<file path="config.mk">
export PLATFORM = sky130hd
export DESIGN_NAME = adjustable_moving_average_flat
export DESIGN_NICKNAME = d
export VERILOG_FILES = /design/src/hdl/amavg_pkg.sv /design/src/hdl/amavg_ifs.sv /design/src/hdl/adjustable_moving_average.sv /design/src/hdl/amavg_cell.sv /design/src/hdl/amavg_div.sv /design/src/flat_wrapper.sv
export SDC_FILE = /design/constraint.sdc
export NUM_CORES = 2
export LEC_CHECK = 0
export ABC_AREA = 1
export BUFFER_PORTS_ARGS = -buffer_cell sky130_fd_sc_hd__buf_2
export CORE_MARGIN = 3
export CORE_UTILIZATION = 45
export CTS_CLUSTER_DIAMETER = 100
export CTS_CLUSTER_SIZE = 14
export DETAILED_ROUTE_END_ITERATION = 16
export PLACE_DENSITY = 0.62
export SLEW_MARGIN = 10
export SYNTH_ARGS = -nofsm -noshare
export SYNTH_HDL_FRONTEND = slang
export SYNTH_HIERARCHICAL = 1
export SYNTH_SLANG_ARGS = --single-unit
</file>
<file path="constraint.sdc">
create_clock -name clk -period 6.1 [get_ports clk]
set_input_delay 0 -clock clk [delete_from_list [all_inputs] [get_ports clk]]
set_output_delay 0 -clock clk [all_outputs]
set_load 0.005 [all_outputs]
</file>
<file path="src/hdl/amavg_pkg.sv">
// package for the adjustable moving-average filter
// operation codes, default sizes and shared status types; no dependencies
package amavg_pkg;

	localparam int HISTORY_DEPTH_DEF = 50;
	localparam int SAMPLE_WIDTH_DEF  = 16;
	localparam int WINDOW_OUT_W      = 6;
	localparam int OP_W              = 2;

	localparam logic [OP_W-1:0] OP_SAMPLE = 2'd0;
	localparam logic [OP_W-1:0] OP_WIDEN  = 2'd1;
	localparam logic [OP_W-1:0] OP_NARROW = 2'd2;

	typedef struct packed {
		logic busy;
		logic done;
	} div_status_t;

endpackage

</file>
<file path="src/hdl/amavg_ifs.sv">
// request and result channels of the moving-average filter
// depends on amavg_pkg
interface amavg_item_if import amavg_pkg::*; #(
	parameter int SAMPLE_WIDTH = SAMPLE_WIDTH_DEF
);
	logic                           valid;
	logic                           ready;
	logic [OP_W-1:0]                operation;
	logic signed [SAMPLE_WIDTH-1:0] sample;

	modport source (output valid, operation, sample, input ready);
	modport sink   (input valid, operation, sample, output ready);
endinterface

interface amavg_result_if import amavg_pkg::*; #(
	parameter int SAMPLE_WIDTH = SAMPLE_WIDTH_DEF
);
	logic                           valid;
	logic                           ready;
	logic signed [SAMPLE_WIDTH-1:0] average;
	logic [WINDOW_OUT_W-1:0]        window_used;

	modport source (output valid, average, window_used, input ready);
	modport sink   (input valid, average, window_used, output ready);
endinterface

</file>
<file path="src/hdl/adjustable_moving_average.sv">
// adjustable moving-average filter: a sample request shifts its sample into the cell chain;
// one full turn of the cell chain then sums the window, then one divider step per bit of the sum
// gives the result; the next request is taken only after that result is loaded, and the load
// waits while an earlier result is still unread; widen and narrow requests are handled as they
// are taken, without leaving idle; one request in flight at a time
// reset (arst_n low, asynchronous) clears the history to zero and sets the window to one
module adjustable_moving_average import amavg_pkg::*; #(
	parameter int HISTORY_DEPTH = HISTORY_DEPTH_DEF,
	parameter int SAMPLE_WIDTH  = SAMPLE_WIDTH_DEF
) (
	input  logic             clk,
	input  logic             arst_n,
	amavg_item_if.sink       item,
	amavg_result_if.source   result
);

	localparam int IDX_W = $clog2(HISTORY_DEPTH + 1);
	localparam int SUM_W = SAMPLE_WIDTH + IDX_W;

	typedef enum logic [3:0] {
		S_IDLE  = 4'b0001,
		S_ROT   = 4'b0010,
		S_START = 4'b0100,
		S_DIV   = 4'b1000
	} state_t;

	state_t                         state_q;
	logic [IDX_W-1:0]               win_q;
	logic [IDX_W-1:0]               rot_q;
	logic signed [SUM_W-1:0]        sum_q;
	logic                           out_valid_q;
	logic signed [SAMPLE_WIDTH-1:0] avg_q;
	logic [WINDOW_OUT_W-1:0]        win_out_q;

	logic                           accept;
	logic                           push;
	logic                           shift;
	logic                           in_window;
	logic                           load_out;
	logic signed [SAMPLE_WIDTH-1:0] head_d;
	logic signed [SAMPLE_WIDTH-1:0] tap;
	logic signed [SUM_W-1:0]        quotient;
	div_status_t                    div_status;
	logic [IDX_W+WINDOW_OUT_W-1:0]  win_ext;

	logic signed [SAMPLE_WIDTH-1:0] chain [HISTORY_DEPTH];

	assign item.ready = (state_q == S_IDLE);
	assign accept     = item.valid && item.ready;
	assign push       = accept && (item.operation == OP_SAMPLE);
	assign shift      = push || (state_q == S_ROT);
	assign head_d     = (state_q == S_IDLE) ? item.sample : chain[HISTORY_DEPTH-1];
	assign tap        = chain[HISTORY_DEPTH-1];
	assign in_window  = ({1'b0, rot_q} + {1'b0, win_q}) >= (IDX_W + 1)'(HISTORY_DEPTH);
	assign load_out   = (state_q == S_DIV) && div_status.done
		&& (!out_valid_q || result.ready);
	assign win_ext    = {{WINDOW_OUT_W{1'b0}}, win_q};

	for (genvar i = 0; i < HISTORY_DEPTH; i++) begin : g_cell
		amavg_cell #(
			.SAMPLE_WIDTH(SAMPLE_WIDTH)
		) u_cell (
			.clk     (clk),
			.arst_n  (arst_n),
			.shift   (shift),
			.data_in ((i == 0) ? head_d : chain[(i == 0) ? 0 : i - 1]),
			.data_out(chain[i])
		);
	end

	amavg_div #(
		.SUM_W(SUM_W),
		.WIN_W(IDX_W)
	) u_div (
		.clk     (clk),
		.arst_n  (arst_n),
		.start   (state_q == S_START),
		.dividend(sum_q),
		.divisor (win_q),
		.quotient(quotient),
		.status  (div_status)
	);

	always_ff @(posedge clk or negedge arst_n) begin
		if (!arst_n) begin
			state_q <= S_IDLE;
			win_q   <= IDX_W'(1);
			rot_q   <= '0;
		end else begin
			unique case (state_q)
				S_IDLE: begin
					rot_q <= '0;
					if (accept) begin
						case (item.operation)
							OP_SAMPLE: state_q <= S_ROT;
							OP_WIDEN: begin
								if (win_q < IDX_W'(HISTORY_DEPTH)) begin
									win_q <= win_q + 1'b1;
								end
							end
							OP_NARROW: begin
								if (win_q > IDX_W'(1)) begin
									win_q <= win_q - 1'b1;
								end
							end
							default: ;
						endcase
					end
				end
				S_ROT: begin
					rot_q <= rot_q + 1'b1;
					if (rot_q == IDX_W'(HISTORY_DEPTH - 1)) begin
						state_q <= S_START;
					end
				end
				S_START: state_q <= S_DIV;
				S_DIV: begin
					if (load_out) begin
						state_q <= S_IDLE;
					end
				end
				default: state_q <= S_IDLE;
			endcase
		end
	end

	// window sum gathered as the newest entries pass the tail of the chain during the rotation
	always_ff @(posedge clk) begin
		if (push) begin
			sum_q <= '0;
		end else if (state_q == S_ROT && in_window) begin
			sum_q <= sum_q + {{(SUM_W - SAMPLE_WIDTH){tap[SAMPLE_WIDTH-1]}}, tap};
		end
	end

	always_ff @(posedge clk or negedge arst_n) begin
		if (!arst_n) begin
			out_valid_q <= 1'b0;
		end else if (load_out) begin
			out_valid_q <= 1'b1;
		end else if (result.ready) begin
			out_valid_q <= 1'b0;
		end
	end

	always_ff @(posedge clk) begin
		if (load_out) begin
			avg_q     <= quotient[SAMPLE_WIDTH-1:0];
			win_out_q <= win_ext[WINDOW_OUT_W-1:0];
		end
	end

	assign result.valid       = out_valid_q;
	assign result.average     = avg_q;
	assign result.window_used = win_out_q;

`ifndef SYNTHESIS
	a_state_onehot: assert property (@(posedge clk) disable iff (!arst_n)
		$onehot(state_q))
		else $error("filter state not one-hot");

	a_window_range: assert property (@(posedge clk) disable iff (!arst_n)
		win_q >= IDX_W'(1) && win_q <= IDX_W'(HISTORY_DEPTH))
		else $error("window length out of range");

	a_result_from_div: assert property (@(posedge clk) disable iff (!arst_n)
		$rose(out_valid_q) |-> $past(state_q == S_DIV && div_status.done))
		else $error("result raised without a finished division");

	a_div_idle_outside: assert property (@(posedge clk) disable iff (!arst_n)
		(state_q == S_IDLE || state_q == S_ROT) |-> !div_status.busy)
		else $error("divider busy outside a division");
`endif

endmodule

</file>
<file path="src/hdl/amavg_cell.sv">
// one history cell of the shift/rotate chain
// depends on amavg_pkg
module amavg_cell import amavg_pkg::*; #(
	parameter int SAMPLE_WIDTH = SAMPLE_WIDTH_DEF
) (
	input  logic                           clk,
	input  logic                           arst_n,
	input  logic                           shift,
	input  logic signed [SAMPLE_WIDTH-1:0] data_in,
	output logic signed [SAMPLE_WIDTH-1:0] data_out
);

	logic signed [SAMPLE_WIDTH-1:0] value_q;

	always_ff @(posedge clk or negedge arst_n) begin
		if (!arst_n) begin
			value_q <= '0;
		end else if (shift) begin
			value_q <= data_in;
		end
	end

	assign data_out = value_q;

endmodule

</file>
<file path="src/hdl/amavg_div.sv">
// bit-serial signed divider, one quotient bit per cycle, positive divisor
// depends on amavg_pkg
module amavg_div import amavg_pkg::*; #(
	parameter int SUM_W = 22,
	parameter int WIN_W = 6
) (
	input  logic                    clk,
	input  logic                    arst_n,
	input  logic                    start,
	input  logic signed [SUM_W-1:0] dividend,
	input  logic [WIN_W-1:0]        divisor,
	output logic signed [SUM_W-1:0] quotient,
	output div_status_t             status
);

	localparam int CW = (SUM_W > 1) ? $clog2(SUM_W) : 1;

	logic [SUM_W-1:0] quo_q;
	logic [WIN_W-1:0] rem_q;
	logic [WIN_W-1:0] divisor_q;
	logic             neg_q;
	logic [CW-1:0]    cnt_q;
	logic             busy_q;
	logic             done_q;

	logic [WIN_W:0]   rem_sh;
	logic             ge;
	logic [WIN_W:0]   rem_nx;

	assign rem_sh = {rem_q, quo_q[SUM_W-1]};
	assign ge     = rem_sh >= {1'b0, divisor_q};
	assign rem_nx = ge ? (rem_sh - {1'b0, divisor_q}) : rem_sh;

	always_ff @(posedge clk or negedge arst_n) begin
		if (!arst_n) begin
			busy_q <= 1'b0;
			done_q <= 1'b0;
			cnt_q  <= '0;
		end else if (start) begin
			busy_q <= 1'b1;
			done_q <= 1'b0;
			cnt_q  <= '0;
		end else if (busy_q) begin
			cnt_q <= cnt_q + 1'b1;
			if (cnt_q == CW'(SUM_W - 1)) begin
				busy_q <= 1'b0;
				done_q <= 1'b1;
			end
		end
	end

	always_ff @(posedge clk) begin
		if (start) begin
			quo_q     <= dividend[SUM_W-1] ? (-dividend) : dividend;
			neg_q     <= dividend[SUM_W-1];
			rem_q     <= '0;
			divisor_q <= divisor;
		end else if (busy_q) begin
			quo_q <= {quo_q[SUM_W-2:0], ge};
			rem_q <= rem_nx[WIN_W-1:0];
		end
	end

	assign quotient    = neg_q ? (-$signed(quo_q)) : $signed(quo_q);
	assign status.busy = busy_q;
	assign status.done = done_q;

endmodule
</file>
<file path="src/flat_wrapper.sv">
// flat-port wrapper written by rule: the top's interface ports become plain ports
module adjustable_moving_average_flat import amavg_pkg::*;
#(
	parameter int HISTORY_DEPTH = HISTORY_DEPTH_DEF,
	parameter int SAMPLE_WIDTH  = SAMPLE_WIDTH_DEF
)
  (clk, arst_n, item_valid, item_operation, item_sample, item_ready, result_valid, result_average, result_window_used, result_ready);
  amavg_item_if #(.SAMPLE_WIDTH(SAMPLE_WIDTH)) item_i ();
  amavg_result_if #(.SAMPLE_WIDTH(SAMPLE_WIDTH)) result_i ();
  input  logic clk;
  input  logic arst_n;
  input wire logic [$bits(item_i.valid)-1:0] item_valid;
  input wire logic [$bits(item_i.operation)-1:0] item_operation;
  input wire logic [$bits(item_i.sample)-1:0] item_sample;
  output wire logic [$bits(item_i.ready)-1:0] item_ready;
  output wire logic [$bits(result_i.valid)-1:0] result_valid;
  output wire logic [$bits(result_i.average)-1:0] result_average;
  output wire logic [$bits(result_i.window_used)-1:0] result_window_used;
  input wire logic [$bits(result_i.ready)-1:0] result_ready;
  assign item_i.valid = item_valid;
  assign item_i.operation = item_operation;
  assign item_i.sample = item_sample;
  assign item_ready = item_i.ready;
  assign result_valid = result_i.valid;
  assign result_average = result_i.average;
  assign result_window_used = result_i.window_used;
  assign result_i.ready = result_ready;
  adjustable_moving_average #(.HISTORY_DEPTH(HISTORY_DEPTH), .SAMPLE_WIDTH(SAMPLE_WIDTH)) u_core (.clk(clk), .arst_n(arst_n), .item(item_i), .result(result_i));
endmodule
</file>
==> impl_metrics.json <==
{
  "status": "finished, final reports clean",
  "place_inst": 5457,
  "globalRouteMet3Util_pct": 2.498,
  "cp.arrival_ps": 4060,
  "antenna_found_initial": 0,
  "final_area_sq_um": 41580,
  "fin_util_pct": 47.86,
  "use_met2_pct": 27.44,
  "slew_viol_final": 0,
  "skew_ps": 38.60,
  "final_nets": 4470,
  "cts.clk_slew.worst_paths_ps": 70,
  "syn_to_final_growth_pct": 5.221,
  "finalSetupTns_ps": 0,
  "critPathBufInv": 6,
  "overflow": 0,
  "min_path_cells": 3,
  "use_met1_pct": 25.00,
  "dpl.hpwl_microns": 49520,
  "wl_per_cell_microns": 13.80,
  "postSynthAreaPerCell_sq_um": 8.965,
  "rows": 108,
  "die_h_microns": 302.3,
  "post_dp_cell_area_sq_um": 39250,
  "cts_tree": "yes",
  "max_stage_delay_ps": 800,
  "worst_setup_path_start_kind": "flop",
  "synth_area_sq_um": 39520,
  "timing.final.ws_setup_ps": 2522,
  "first_pass_iters": 5,
  "clock_tree.buffer_depth": 3,
  "netlist_instances": 4408,
  "max_freq_ghz": 0.2795,
  "layout_min_cycle_time_ps": 3578,
  "core_sq_um": 86890,
  "placement.io_buffers": 45,
  "drtIter0Drc": 2070,
  "tightest_slew_ps": 1121,
  "setup_viol": 0,
  "grt-busiest-layer": "met2",
  "p_leak_nw": 23.01,
  "root_buffer": "clkbuf_16",
  "via_per_inst": 4.735,
  "cp.required_ps": 6580,
  "worst_slew_margin_rel_pct": 25.22,
  "io_pins": 46,
  "period_share_pct": 58.66,
  "cts_buffers": 74,
  "worst-path-stages": 11,
  "ys_warn_count": 6,
  "final_layout_size_suffix_gt1_share_pct": 11.28,
  "path_class": "flop to flop",
  "critPathCaptureType": "flop",
  "place_worst_setup_slack_ps": 2539,
  "cts-htree-levels": 3,
  "finalHoldViolCount": 0,
  "drc": 0,
  "clkLatencyLatePin_ps": 630,
  "whs_ps": 145.4,
  "cpMaxStageDelayCell": "nand2_4",
  "die_area_sq_um": 91410,
  "place_congestion": 0.8463,
  "max_cap_violations": 0,
  "start_util_pct": 45.48,
  "grt_max_degree": 154,
  "worstPathCellList": "inv_1 -> nor3_2 -> buf_4 -> inv_2 -> nor2_1 -> inv_1 -> nand2_4 -> buf_12 -> inv_6 -> nand2_1 -> nand2_1",
  "grt_pass1_wl_microns": 131300,
  "grtUsageTotal_pct": 17.21,
  "grt_pass1_vias": 25710,
  "syn_nets": 4476,
  "n_antenna_cell": 0,
  "wl_microns": 76970,
  "p_total_mw": 14.73,
  "final_cells": 5578,
  "cts_sinks": 903,
  "dieWidth_microns": 302.3,
  "critical_path.top_delay_family": "buffers and inverters",
  "antenna_left": 0,
  "reg2reg_depth": 11,
  "via_count": 26410,
  "min_path_type": "primary input to flop",
  "grt_setup_unrepaired": "no",
  "peakVddDrop_mv": 0.2343,
  "crit_fanout": 129,
  "powerDensity_nw_per_um2": 354.3
}
cell usage in the layout, fill, tap and decap left out, types with 4 or more instances in the layout:
cell           instances
nand2_2              259
nor3_1                11
nand3_1               70
clkbuf_1              14
inv_1                110
xor2_1                34
inv_6                 50
nor2_2                10
a21oi_1               34
buf_4                  9
dlygate4sd3_1         23
xnor2_1               10
dfxtp_1               28
ha_1                  43
nand2_1             2460
buf_2                 44
nand4_1                6
o21bai_1               5
nand3b_1              12
dfrtp_1              822
nor4_1                 4
buf_12                13
edfxtp_1              51
clkbuf_16             76
nor2_1               119
o21ai_2                5
inv_2                  7
o21ai_1                6
o21ai_0               45
layer usage:
metal / share of wire, % / wire, microns / vias to the layer above
met4: 1.7 / 1303 / 0
met5: 0 / 0 / -
li1: - / - / 13400
met1: 49 / 37910 / 12600
met3: 3.2 / 2467 / 100
met2: 46 / 35290 / 311
state kept, by name, indices dropped and copies added, names as in the netlist:
register / count
u_core/g_cell.u_cell/data_out: 800
u_core/result.average: 16
u_core/u_div/neg_q: 1
u_core/u_div/quo_q: 22
u_core/u_div/rem_q: 6
u_core/state_q: 4
u_core/u_div/divisor_q: 6
u_core/u_div/cnt_q: 5
u_core/win_q: 6
u_core/result.valid: 1
u_core/sum_q: 22
u_core/u_div/done_q: 1
u_core/rot_q: 6
u_core/u_div/busy_q: 1
u_core/result.window_used: 6
power breakdown:
part	switching [mW]	internal, mW
clock	2.13	2.28
sequential	0.529	6.75
combinational	2.13	0.908
timing repair:
action                                 CTS  global route
resized for setup                        0             0
hold buffers                            24             0
setup buffers                            0             0
endpoints found under the hold margin  175             0
final cells by class:
cell class	instances	area [sq um]
clock buffers	91	1968
clock inverters	6	113.9
fillers	8284	45310
inverters	167	877.1
multi-input cells	3166	13670
flip-flops and latches	903	22710
well taps	1155	1445
repair buffers	90	793.3
path summary, 6_finish.rpt:
| path | endpoint | slack (ps) | startpoint |
|---|---|---|---|
| hold / removal | u_core/result.valid$_DFFE_PN0P_ | 150 | result_ready |
| hold reg to reg | u_core/g_cell[42].u_cell/data_out[9]$_DFFE_PN0P_ | 440 | u_core/g_cell[41].u_cell/data_out[9]$_DFFE_PN0P_ |
| max in group asynchronous | u_core/g_cell[43].u_cell/data_out[3]$_DFFE_PN0P_ | 4350 | arst_n |
| min in group asynchronous | u_core/g_cell[45].u_cell/data_out[12]$_DFFE_PN0P_ | 450 | arst_n |
| setup reg to reg | u_core/g_cell[39].u_cell/data_out[1]$_DFFE_PN0P_ | 2520 | u_core/state_q[0]$_DFFE_PN1P_ |
| setup / recovery | u_core/g_cell[39].u_cell/data_out[1]$_DFFE_PN0P_ | 2520 | u_core/state_q[0]$_DFFE_PN1P_ |
worst reg2reg max path, cell delays in order, from the launching register on:
cell	delay [ps]
dfstp_2	520
inv_1	50
nor3_2	140
buf_4	250
inv_2	190
nor2_1	160
inv_1	320
nand2_4	810
buf_12	560
inv_6	280
nand2_1	110
nand2_1	50
Power figures use the tool's default switching activity.
